--- src/hdl/wall_majority_smoothing_top_defines.svh ---
// Assertion macros for the wall majority smoothing top level.
`ifndef WALL_MAJORITY_SMOOTHING_TOP_DEFINES_SVH
`define WALL_MAJORITY_SMOOTHING_TOP_DEFINES_SVH

// The consequent must hold in the same cycle as the antecedent.
`define WMS_ASSERT_NOW(label, ante, cons, msg) \
	label: assert property (@(posedge clk) disable iff (!arst_n) (ante) |-> (cons)) \
		else $error(msg);

// The consequent must hold in the cycle after the antecedent.
`define WMS_ASSERT_NEXT(label, ante, cons, msg) \
	label: assert property (@(posedge clk) disable iff (!arst_n) (ante) |=> (cons)) \
		else $error(msg);

`endif

--- src/hdl/wms_pkg.sv ---
// Shared constants, types and functions of the wall majority smoothing block.
package wms_pkg;

	localparam int MAX_COLS = 256;
	localparam int MAX_ROWS = 256;
	localparam int COL_W = $clog2(MAX_COLS);
	localparam int ROW_W = $clog2(MAX_ROWS);
	localparam int DIM_W = 9;
	localparam int TILE_W = 8;
	localparam int IDX_W = 8;
	localparam int CFG_IDX_W = 3;
	localparam int CFG_DATA_W = DIM_W;
	localparam int WALL_THRESHOLD = 4;

	localparam logic [CFG_IDX_W-1:0] REG_MAP_ROWS = 3'd0;
	localparam logic [CFG_IDX_W-1:0] REG_MAP_COLS = 3'd1;
	localparam logic [CFG_IDX_W-1:0] REG_WALL_MAX = 3'd2;
	localparam logic [CFG_IDX_W-1:0] REG_WALL_VALUE = 3'd3;
	localparam logic [CFG_IDX_W-1:0] REG_FLOOR_VALUE = 3'd4;

	localparam logic [DIM_W-1:0] RST_MAP_ROWS = 9'd64;
	localparam logic [DIM_W-1:0] RST_MAP_COLS = 9'd64;
	localparam logic [TILE_W-1:0] RST_WALL_MAX = 8'd0;
	localparam logic [TILE_W-1:0] RST_WALL_VALUE = 8'd0;
	localparam logic [TILE_W-1:0] RST_FLOOR_VALUE = 8'd1;

	localparam logic [COL_W-1:0] COL_ONE = 1;
	localparam logic [COL_W-1:0] COL_TWO = 2;
	localparam logic [ROW_W-1:0] ROW_ONE = 1;

	// Job slots of one item, served lowest first.
	localparam int N_JOBS = 5;
	localparam int JOB_UP0 = 0;
	localparam int JOB_UP1 = 1;
	localparam int JOB_LO0 = 2;
	localparam int JOB_LO1 = 3;
	localparam int JOB_LO2 = 4;

	typedef logic [TILE_W-1:0] tile_t;
	typedef logic [N_JOBS-1:0] job_mask_t;

	// Window around the item in the input register. Index 0 of cur and upd_up is
	// column k-2, index 2 is column k; index 0 of orig_up is k-1, index 1 is k.
	typedef struct packed {
		logic [ROW_W-1:0] row;
		logic [COL_W-1:0] col;
		logic             last_col;
		tile_t [2:0]      cur;
		tile_t [1:0]      orig_up;
		tile_t [2:0]      upd_up;
	} win_t;

	typedef struct packed {
		logic             we;
		logic [COL_W-1:0] col;
		tile_t            value;
	} upd_wr_t;

	typedef struct packed {
		tile_t            tile;
		logic [IDX_W-1:0] row;
		logic [IDX_W-1:0] col;
		logic             done;
	} result_t;

	typedef struct packed {
		tile_t wall_max;
		tile_t wall_value;
		tile_t floor_value;
	} rule_cfg_t;

	function automatic logic [ROW_W-1:0] last_row_of(input logic [DIM_W-1:0] v);
		logic [ROW_W-1:0] r;
		if (v < DIM_W'(3)) r = ROW_W'(2);
		else if (int'(v) > MAX_ROWS) r = ROW_W'(MAX_ROWS - 1);
		else r = ROW_W'(v - 1'b1);
		return r;
	endfunction

	function automatic logic [COL_W-1:0] last_col_of(input logic [DIM_W-1:0] v);
		logic [COL_W-1:0] r;
		if (v < DIM_W'(3)) r = COL_W'(2);
		else if (int'(v) > MAX_COLS) r = COL_W'(MAX_COLS - 1);
		else r = COL_W'(v - 1'b1);
		return r;
	endfunction

	function automatic logic [IDX_W-1:0] row_idx(input logic [ROW_W-1:0] v);
		return IDX_W'(v);
	endfunction

	function automatic logic [IDX_W-1:0] col_idx(input logic [COL_W-1:0] v);
		return IDX_W'(v);
	endfunction

	// Majority rule over the eight neighbour wall flags.
	function automatic tile_t apply_rule(input logic [7:0] walls, input tile_t center,
		input rule_cfg_t cfg);
		logic [3:0] n;
		tile_t r;
		n = 4'($countones(walls));
		if (n < 4'(WALL_THRESHOLD)) r = cfg.floor_value;
		else if (n > 4'(WALL_THRESHOLD)) r = cfg.wall_value;
		else r = center;
		return r;
	endfunction

endpackage

--- src/hdl/wms_window.sv ---
// Input register, scan position, line stores and column history of the window.
module wms_window (
	input  logic                        clk,
	input  logic                        arst_n,
	input  logic                        in_valid,
	output logic                        in_ready,
	input  wms_pkg::tile_t              tile_in,
	input  logic                        restart,
	input  logic [wms_pkg::ROW_W-1:0]   rows_last,
	input  logic [wms_pkg::COL_W-1:0]   cols_last,
	input  wms_pkg::job_mask_t          fire_oh,
	input  wms_pkg::upd_wr_t            wr,
	output wms_pkg::win_t               win,
	output wms_pkg::job_mask_t          pend
);

	logic                      accept;
	logic                      at_last_col;
	logic                      at_last_row;
	logic [wms_pkg::ROW_W-1:0] row_q;
	logic [wms_pkg::COL_W-1:0] col_q;
	wms_pkg::job_mask_t        pend_s1;
	wms_pkg::job_mask_t        pend_next;
	wms_pkg::job_mask_t        jobs_new;
	logic [wms_pkg::ROW_W-1:0] row_s1;
	logic [wms_pkg::COL_W-1:0] col_s1;
	logic                      last_col_s1;
	wms_pkg::tile_t            cur_s1;
	wms_pkg::tile_t            cur_h1_q;
	wms_pkg::tile_t            cur_h2_q;
	wms_pkg::tile_t            orig_up_s1;
	wms_pkg::tile_t            orig_h1_q;
	wms_pkg::tile_t            upd_up_s1;
	wms_pkg::tile_t            upd_h1_q;
	wms_pkg::tile_t            upd_h2_q;
	wms_pkg::tile_t            orig_mem [wms_pkg::MAX_COLS];
	wms_pkg::tile_t            upd_mem [wms_pkg::MAX_COLS];

	// The register is free once its last job goes out in this cycle.
	assign pend_next = pend_s1 & ~fire_oh;
	assign in_ready = (pend_next == '0);
	assign accept = in_valid && in_ready;
	assign at_last_col = (col_q == cols_last);
	assign at_last_row = (row_q == rows_last);

	always_comb begin
		jobs_new = '0;
		jobs_new[wms_pkg::JOB_UP0] = (row_q != '0) && (col_q != '0);
		jobs_new[wms_pkg::JOB_UP1] = (row_q != '0) && at_last_col;
		jobs_new[wms_pkg::JOB_LO0] = at_last_row && (col_q >= wms_pkg::COL_TWO);
		jobs_new[wms_pkg::JOB_LO1] = at_last_row && at_last_col;
		jobs_new[wms_pkg::JOB_LO2] = at_last_row && at_last_col;
	end

	always_ff @(posedge clk or negedge arst_n) begin
		if (!arst_n) begin
			row_q <= '0;
			col_q <= '0;
			pend_s1 <= '0;
		end else begin
			if (restart) begin
				row_q <= '0;
				col_q <= '0;
			end else if (accept) begin
				if (at_last_col) begin
					col_q <= '0;
					row_q <= at_last_row ? '0 : row_q + 1'b1;
				end else begin
					col_q <= col_q + 1'b1;
				end
			end
			pend_s1 <= accept ? jobs_new : pend_next;
		end
	end

	// Each item reads the row above before its own column is overwritten.
	always_ff @(posedge clk) begin
		if (accept) begin
			row_s1 <= row_q;
			col_s1 <= col_q;
			last_col_s1 <= at_last_col;
			cur_s1 <= tile_in;
			cur_h1_q <= cur_s1;
			cur_h2_q <= cur_h1_q;
			orig_up_s1 <= orig_mem[col_q];
			orig_mem[col_q] <= tile_in;
			orig_h1_q <= orig_up_s1;
			upd_up_s1 <= upd_mem[col_q];
			upd_h1_q <= upd_up_s1;
			upd_h2_q <= upd_h1_q;
		end
		if (wr.we) begin
			upd_mem[wr.col] <= wr.value;
		end
	end

	assign pend = pend_s1;

	always_comb begin
		win.row = row_s1;
		win.col = col_s1;
		win.last_col = last_col_s1;
		win.cur = {cur_s1, cur_h1_q, cur_h2_q};
		win.orig_up = {orig_up_s1, orig_h1_q};
		win.upd_up = {upd_up_s1, upd_h1_q, upd_h2_q};
	end

endmodule

--- src/hdl/wms_calc.sv ---
// Job selection, neighbour window and majority rule; one smoothed tile per cycle while out_free is set.
module wms_calc (
	input  logic               clk,
	input  wms_pkg::win_t      win,
	input  wms_pkg::job_mask_t pend,
	input  logic               out_free,
	input  wms_pkg::rule_cfg_t cfg,
	output wms_pkg::job_mask_t fire_oh,
	output wms_pkg::result_t   res,
	output wms_pkg::upd_wr_t   wr
);

	wms_pkg::job_mask_t        sel_oh;
	logic                      fire;
	logic                      is_upper;
	wms_pkg::tile_t [3:0]      u_q;
	wms_pkg::tile_t            low_last_q;
	wms_pkg::tile_t            nw, n, ne, w, e, sw, s, se, ctr;
	wms_pkg::tile_t            new_tile;
	logic                      wall_above, wall_left, wall_right, wall_below;
	logic [7:0]                walls;
	logic [wms_pkg::ROW_W-1:0] res_row;
	logic [wms_pkg::COL_W-1:0] res_col;

	assign sel_oh = pend & (~pend + 1'b1);
	assign fire_oh = out_free ? sel_oh : '0;
	assign fire = |fire_oh;
	assign is_upper = sel_oh[wms_pkg::JOB_UP0] | sel_oh[wms_pkg::JOB_UP1];

	// u_q holds the latest smoothed tiles of the row above the input row,
	// newest first; low_last_q is the latest smoothed tile of the last row.
	always_comb begin
		nw = win.upd_up[0];
		n = win.upd_up[1];
		ne = win.upd_up[2];
		w = u_q[0];
		e = win.orig_up[1];
		ctr = win.orig_up[0];
		sw = win.cur[0];
		s = win.cur[1];
		se = win.cur[2];
		wall_above = (win.row == wms_pkg::ROW_ONE);
		wall_left = (win.col == wms_pkg::COL_ONE);
		wall_right = 1'b0;
		wall_below = 1'b0;
		res_row = win.row - wms_pkg::ROW_ONE;
		res_col = win.col - wms_pkg::COL_ONE;
		if (sel_oh[wms_pkg::JOB_UP1]) begin
			nw = win.upd_up[1];
			n = win.upd_up[2];
			ctr = win.orig_up[1];
			sw = win.cur[1];
			s = win.cur[2];
			wall_left = 1'b0;
			wall_right = 1'b1;
			res_col = win.col;
		end else if (!is_upper) begin
			// Last row: nothing below, left neighbour already smoothed.
			wall_above = 1'b0;
			wall_below = 1'b1;
			w = low_last_q;
			res_row = win.row;
			if (sel_oh[wms_pkg::JOB_LO0]) begin
				if (win.last_col) begin
					nw = u_q[3];
					n = u_q[2];
					ne = u_q[1];
				end else begin
					nw = u_q[2];
					n = u_q[1];
					ne = u_q[0];
				end
				ctr = win.cur[0];
				e = win.cur[1];
				wall_left = (win.col == wms_pkg::COL_TWO);
				res_col = win.col - wms_pkg::COL_TWO;
			end else if (sel_oh[wms_pkg::JOB_LO1]) begin
				nw = u_q[2];
				n = u_q[1];
				ne = u_q[0];
				ctr = win.cur[1];
				e = win.cur[2];
				wall_left = 1'b0;
				res_col = win.col - wms_pkg::COL_ONE;
			end else begin
				nw = u_q[1];
				n = u_q[0];
				ctr = win.cur[2];
				wall_left = 1'b0;
				wall_right = 1'b1;
				res_col = win.col;
			end
		end
	end

	always_comb begin
		walls[0] = wall_above | wall_left | (nw <= cfg.wall_max);
		walls[1] = wall_above | (n <= cfg.wall_max);
		walls[2] = wall_above | wall_right | (ne <= cfg.wall_max);
		walls[3] = wall_left | (w <= cfg.wall_max);
		walls[4] = wall_right | (e <= cfg.wall_max);
		walls[5] = wall_below | wall_left | (sw <= cfg.wall_max);
		walls[6] = wall_below | (s <= cfg.wall_max);
		walls[7] = wall_below | wall_right | (se <= cfg.wall_max);
	end

	assign new_tile = wms_pkg::apply_rule(walls, ctr, cfg);

	always_ff @(posedge clk) begin
		if (fire) begin
			if (is_upper) begin
				u_q <= {u_q[2:0], new_tile};
			end else begin
				low_last_q <= new_tile;
			end
		end
	end

	always_comb begin
		res.tile = new_tile;
		res.row = wms_pkg::row_idx(res_row);
		res.col = wms_pkg::col_idx(res_col);
		res.done = sel_oh[wms_pkg::JOB_LO2];
		wr.we = fire && is_upper;
		wr.col = res_col;
		wr.value = new_tile;
	end

endmodule

--- src/hdl/wms_out_reg.sv ---
// Output register holding one smoothed item until the consumer takes it.
module wms_out_reg (
	input  logic             clk,
	input  logic             arst_n,
	input  logic             push,
	input  wms_pkg::result_t din,
	output logic             free,
	output logic             out_valid,
	input  logic             out_ready,
	output wms_pkg::result_t dout
);

	logic             valid_q;
	wms_pkg::result_t data_q;

	assign free = !valid_q || out_ready;

	always_ff @(posedge clk or negedge arst_n) begin
		if (!arst_n) begin
			valid_q <= 1'b0;
		end else if (push) begin
			valid_q <= 1'b1;
		end else if (out_ready) begin
			valid_q <= 1'b0;
		end
	end

	always_ff @(posedge clk) begin
		if (push) begin
			data_q <= din;
		end
	end

	assign out_valid = valid_q;
	assign dout = data_q;

endmodule

--- src/hdl/wall_majority_smoothing_top.sv ---
// Top level of the wall majority smoothing block: configuration registers and wiring.
// One in-place pass of the 4-5 cave smoothing rule over a map that streams in
// row by row. First-row tiles give no result; later tiles give one, none at
// column 0 and two at the last column, and in the last row two from the third
// column on and five for the final tile. A new tile is taken once the last has
// sent all its results through the single rule unit and the output register,
// which produce one result a cycle while the consumer takes them. Results
// carry their row and column and map_done marks the last tile of the map. Two
// line stores of one row each (original and smoothed ids) are read and written
// at most once a cycle. Writing map_rows or map_cols restarts the scan at the
// first tile; write configuration only while no results are outstanding.
`include "wall_majority_smoothing_top_defines.svh"

module wall_majority_smoothing_top (
	input  logic                            clk,
	input  logic                            arst_n,
	input  logic                            in_valid,
	output logic                            in_ready,
	input  logic [wms_pkg::TILE_W-1:0]      tile_in,
	output logic                            out_valid,
	input  logic                            out_ready,
	output logic [wms_pkg::TILE_W-1:0]      tile_out,
	output logic [wms_pkg::IDX_W-1:0]       row_index,
	output logic [wms_pkg::IDX_W-1:0]       col_index,
	output logic                            map_done,
	input  logic                            cfg_write_en,
	input  logic [wms_pkg::CFG_IDX_W-1:0]   cfg_index,
	input  logic [wms_pkg::CFG_DATA_W-1:0]  cfg_data
);

	logic [wms_pkg::DIM_W-1:0]  map_rows_q;
	logic [wms_pkg::DIM_W-1:0]  map_cols_q;
	wms_pkg::tile_t             wall_max_q;
	wms_pkg::tile_t             wall_value_q;
	wms_pkg::tile_t             floor_value_q;
	logic                       restart;
	logic [wms_pkg::ROW_W-1:0]  rows_last;
	logic [wms_pkg::COL_W-1:0]  cols_last;
	wms_pkg::rule_cfg_t         rule_cfg;
	wms_pkg::win_t              win;
	wms_pkg::job_mask_t         pend;
	wms_pkg::job_mask_t         fire_oh;
	wms_pkg::result_t           res;
	wms_pkg::result_t           out_data;
	wms_pkg::upd_wr_t           wr;
	logic                       out_free;

	always_ff @(posedge clk or negedge arst_n) begin
		if (!arst_n) begin
			map_rows_q <= wms_pkg::RST_MAP_ROWS;
			map_cols_q <= wms_pkg::RST_MAP_COLS;
			wall_max_q <= wms_pkg::RST_WALL_MAX;
			wall_value_q <= wms_pkg::RST_WALL_VALUE;
			floor_value_q <= wms_pkg::RST_FLOOR_VALUE;
		end else if (cfg_write_en) begin
			case (cfg_index)
				wms_pkg::REG_MAP_ROWS: map_rows_q <= cfg_data;
				wms_pkg::REG_MAP_COLS: map_cols_q <= cfg_data;
				wms_pkg::REG_WALL_MAX: wall_max_q <= cfg_data[wms_pkg::TILE_W-1:0];
				wms_pkg::REG_WALL_VALUE: wall_value_q <= cfg_data[wms_pkg::TILE_W-1:0];
				wms_pkg::REG_FLOOR_VALUE: floor_value_q <= cfg_data[wms_pkg::TILE_W-1:0];
				default: ;
			endcase
		end
	end

	assign restart = cfg_write_en &&
		(cfg_index == wms_pkg::REG_MAP_ROWS || cfg_index == wms_pkg::REG_MAP_COLS);
	assign rows_last = wms_pkg::last_row_of(map_rows_q);
	assign cols_last = wms_pkg::last_col_of(map_cols_q);

	always_comb begin
		rule_cfg.wall_max = wall_max_q;
		rule_cfg.wall_value = wall_value_q;
		rule_cfg.floor_value = floor_value_q;
	end

	wms_window u_window (
		.clk       (clk),
		.arst_n    (arst_n),
		.in_valid  (in_valid),
		.in_ready  (in_ready),
		.tile_in   (tile_in),
		.restart   (restart),
		.rows_last (rows_last),
		.cols_last (cols_last),
		.fire_oh   (fire_oh),
		.wr        (wr),
		.win       (win),
		.pend      (pend)
	);

	wms_calc u_calc (
		.clk      (clk),
		.win      (win),
		.pend     (pend),
		.out_free (out_free),
		.cfg      (rule_cfg),
		.fire_oh  (fire_oh),
		.res      (res),
		.wr       (wr)
	);

	wms_out_reg u_out_reg (
		.clk       (clk),
		.arst_n    (arst_n),
		.push      (|fire_oh),
		.din       (res),
		.free      (out_free),
		.out_valid (out_valid),
		.out_ready (out_ready),
		.dout      (out_data)
	);

	assign tile_out = out_data.tile;
	assign row_index = out_data.row;
	assign col_index = out_data.col;
	assign map_done = out_data.done;

	`WMS_ASSERT_NEXT(a_push_shows, |fire_oh, out_valid, "smoothed item lost after push")
	`WMS_ASSERT_NEXT(a_done_follows_last_job, fire_oh[wms_pkg::JOB_LO2], out_valid && map_done, "final tile not flagged")
	`WMS_ASSERT_NOW(a_upper_not_first_row, fire_oh[wms_pkg::JOB_UP0] || fire_oh[wms_pkg::JOB_UP1], win.row != '0, "upper row job issued on first input row")

endmodule

--- config.mk ---
export PLATFORM = sky130hd
export DESIGN_NAME = wall_majority_smoothing_top
export DESIGN_NICKNAME = d
export VERILOG_FILES = /design/src/hdl/wms_pkg.sv /design/src/hdl/wms_window.sv /design/src/hdl/wms_calc.sv /design/src/hdl/wms_out_reg.sv /design/src/hdl/wall_majority_smoothing_top.sv
export VERILOG_INCLUDE_DIRS = /design/src /design/src/hdl
export SDC_FILE = /design/constraint.sdc
export NUM_CORES = 2
export LEC_CHECK = 0
export BUFFER_PORTS_ARGS = -buffer_cell sky130_fd_sc_hd__buf_2
export CORE_MARGIN = 5
export CORE_UTILIZATION = 57
export DETAILED_ROUTE_END_ITERATION = 7
export HOLD_SLACK_MARGIN = 0.15
export PLACE_DENSITY = 0.74
export SLEW_MARGIN = 15
export SYNTH_ARGS = -nofsm -noshare
export SYNTH_HDL_FRONTEND = slang
export SYNTH_SLANG_ARGS = --single-unit
--- constraint.sdc ---
create_clock -name clk -period 17.3 [get_ports clk]
set_input_delay 1.73 -clock clk [delete_from_list [all_inputs] [get_ports clk]]
set_output_delay 1.73 -clock clk [all_outputs]
set_load 0.05 [all_outputs]
==> results.toml <==
[logic_synthesis]
seq_area_frac_synth_pct = 75.6
async_flop_share_pct = 1.49
avgSynthCellArea_um2 = 20.5
yosys_register_bits = 4306
syn-cell-area_um2 = 171000
ys_types = 92
synthCells = 8318
syn_nets = 8434
synth_edf_count = 4242
ys.warnings.count = 0
synth_ff_type = "edfxtp_1"

[sta]
hold_viol = 0
period_share_pct = 60.2
fin_skew_ps = 55.6
timing.hold.ws_ps = 465
rsz0062_at_grt = "no"
setup_viol = 0
timing.final.crit_period_ps = 10410
fin_tns_setup_ps = 0
drv_slew = 0
fmax_ghz = 0.0961
setup_ws_ps = 6890
slew_headroom_pct = 10.2
tightest_slew_ps = 1340

[place]
pre_cts_ws_ps = 7100
hpwlAfterDp_um = 244000
portBuffers = 51
gp_congestion = 0.877

[routing]
antenna_left = 0
wl_per_cell_um = 33.1
routed_via_density = 6.79
drtPass1Iterations = 6
drt-total-wl_um = 422000
drc = 0
num_vias = 86700
first_iter_violations = 13500

[clock_tree]
cts-buffers-inserted = 411
clock_latency_ps = 960
ctsResizeCount = 0
cts-root-buf = "clkbuf_16"
cts_setup_buffers = 0
hold_buffers = 0
clockBufferDepth = 4
h-tree-depth = 5
cts_sinks = 4306
cts_tree = "built"
clk_pin_slew_ps = 60

[die]
initial_core_util_pct = 57.1
die_y_um = 557
io_pins = 52
placementRows = 201
dieArea_um2 = 311000
die_x_um = 557
core_um2 = 299000

[global_route]
grt_overflow = 0
grt_pass1_wl_um = 613000
gr-usage-all-layers_pct = 27.1
antenna_found_initial = 19
grt_max_degree = 260
grt_pass1_vias = 86100

[cells_and_area]
fin_util_pct = 63.1
nNetsFinal = 8586
drive_above_1_share_pct = 23.0
synthToLayoutAreaGrowth_pct = 10.5

[setup_path]
r2r_cells = 27
rr_endpoint = "u_window.upd_mem[39][2]"
crit_top_cell = "o21a_1"
slowest_stage = "buf_4"
critPathMaxStageDelay_ps = 920
critical_path_required_ps = 17850
cp.arrival_ps = 10960
critPathTopFamily = "buffers and inverters"
path_buf_inv = 5
cp-start-kind = "register"
cp_max_fo = 96
r2r_slack_ps = 6890
path_class = "reg -> reg"
r2r_start = "u_window.pend[2]"
worstSetupEndpointType = "register"

[worst_hold_path]
hold_depth = 0
hp-class = "reg -> reg"
hold_start = "u_window.orig_up_s1[0]"
hold_end = "u_window.orig_h1_q[0]"

[flow_run]
max_cap_violations = 0

[run_status]
status = "finished, final reports clean"
[metrics by stage]
stage | cell area (µm²) | instances
final | 189000 | 12800
after global placement | 175000 | 12000
after global routing | 189000 | 12800
after CTS | 189000 | 12800
after detailed placement | 175000 | 12000
after floorplan | 171000 | 8318
[final cells by class]
| class | instances | area (µm²) |
|---|---|---|
| Fill cell | 19200 | 110000 |
| Antenna cell | 8 | 20.0 |
| Timing Repair Buffer | 231 | 1930 |
| Tap cell | 3958 | 4950 |
| Multi-Input combinational cell | 3473 | 39200 |
| Clock inverter | 243 | 2630 |
| Clock buffer | 501 | 10800 |
| Inverter | 47 | 179 |
| Sequential cell | 4306 | 129000 |
[synth_stat cells (9+ instances only)]
master | number | area [µm²]
nor4_1 | 13 | 81.3
buf_4 | 66 | 495
nand2_1 | 275 | 1030
a221oi_1 | 95 | 832
mux2i_1 | 334 | 3340
o211ai_1 | 17 | 128
o221ai_1 | 56 | 490
a31oi_1 | 11 | 68.8
a211oi_1 | 27 | 203
mux4_2 | 983 | 22100
o31ai_1 | 9 | 67.6
a22oi_1 | 28 | 210
o22ai_1 | 140 | 876
a221o_1 | 32 | 320
edfxtp_1 | 4242 | 127000
buf_6 | 41 | 462
buf_2 | 77 | 385
a21oi_1 | 111 | 556
nor2_1 | 638 | 2390
buf_1 | 50 | 188
nand4_1 | 27 | 169
inv_1 | 44 | 165
xnor2_1 | 17 | 149
xor2_1 | 12 | 105
o21ai_0 | 89 | 445
a22o_1 | 12 | 105
nor3_1 | 31 | 155
o2111ai_1 | 9 | 78.8
nand2b_1 | 19 | 119
dfrtp_1 | 61 | 1530
a211o_1 | 9 | 78.8
mux2_2 | 167 | 1880
a21o_1 | 17 | 128
nor2b_1 | 24 | 150
ha_1 | 87 | 1090
nand3_1 | 50 | 250
clkbuf_1 | 256 | 961
[cells in the final DEF, fill, tap and decap left out, drive strengths merged, types with 51 or more instances in the layout]
cell    count
a21oi     111
a221oi     95
buf       222
bufinv     51
clkbuf    510
clkinv    170
dfrtp      61
edfxtp   4242
ha         87
inv        52
mux2      167
mux2i     334
mux4      991
nand2     275
nor2      639
o21ai      92
o221ai     56
o22ai     140
[cells by family after synthesis]
group	after synthesis	share of synthesized area (%)
fa+ha+maj	91	0.685
simple gates	1127	2.79
compound gates	733	3.06
flops	4306	75.6
mux	1492	16.2
buf+inv	539	1.59
xor+xnor	30	0.162
[state kept, by name, summed over array words and instances, names as in the netlist, 9 cells and up]
signal,count
u_calc.u_q,32
map_cols_q,9
u_out_reg.dout,25
map_rows_q,9
u_window.upd_mem,2048
u_window.orig_mem,2048
[worst max-delay path by stage]
stage,start,to,slack [ps],depth (start not counted)
global placement,u_window.pend[2],u_window.upd_mem[44][2],7360,27
detailed placement,u_window.pend[2],u_window.upd_mem[46][3],7100,26
finish,u_window.pend[2],u_window.upd_mem[39][2],6890,27
global route,u_window.pend[2],u_window.upd_mem[39][2],6420,27
floorplan,u_window.pend[2],u_calc.low_last_q[5],3680,27
CTS,u_window.pend[2],u_window.upd_mem[39][3],7020,26
[routing by layer]
metal,track usage (%),vias to the layer above,part of all wire [%]
met5,0,-,0.019
met4,8.80,12,3.5
met3,6.79,835,12
met2,40.7,5733,46
met1,40.0,45300,38
li1,-,34900,-
Power is left out: the tool's default activity adds up to more than one toggle a clock period on the data nets, which glitch-free logic cannot reach.
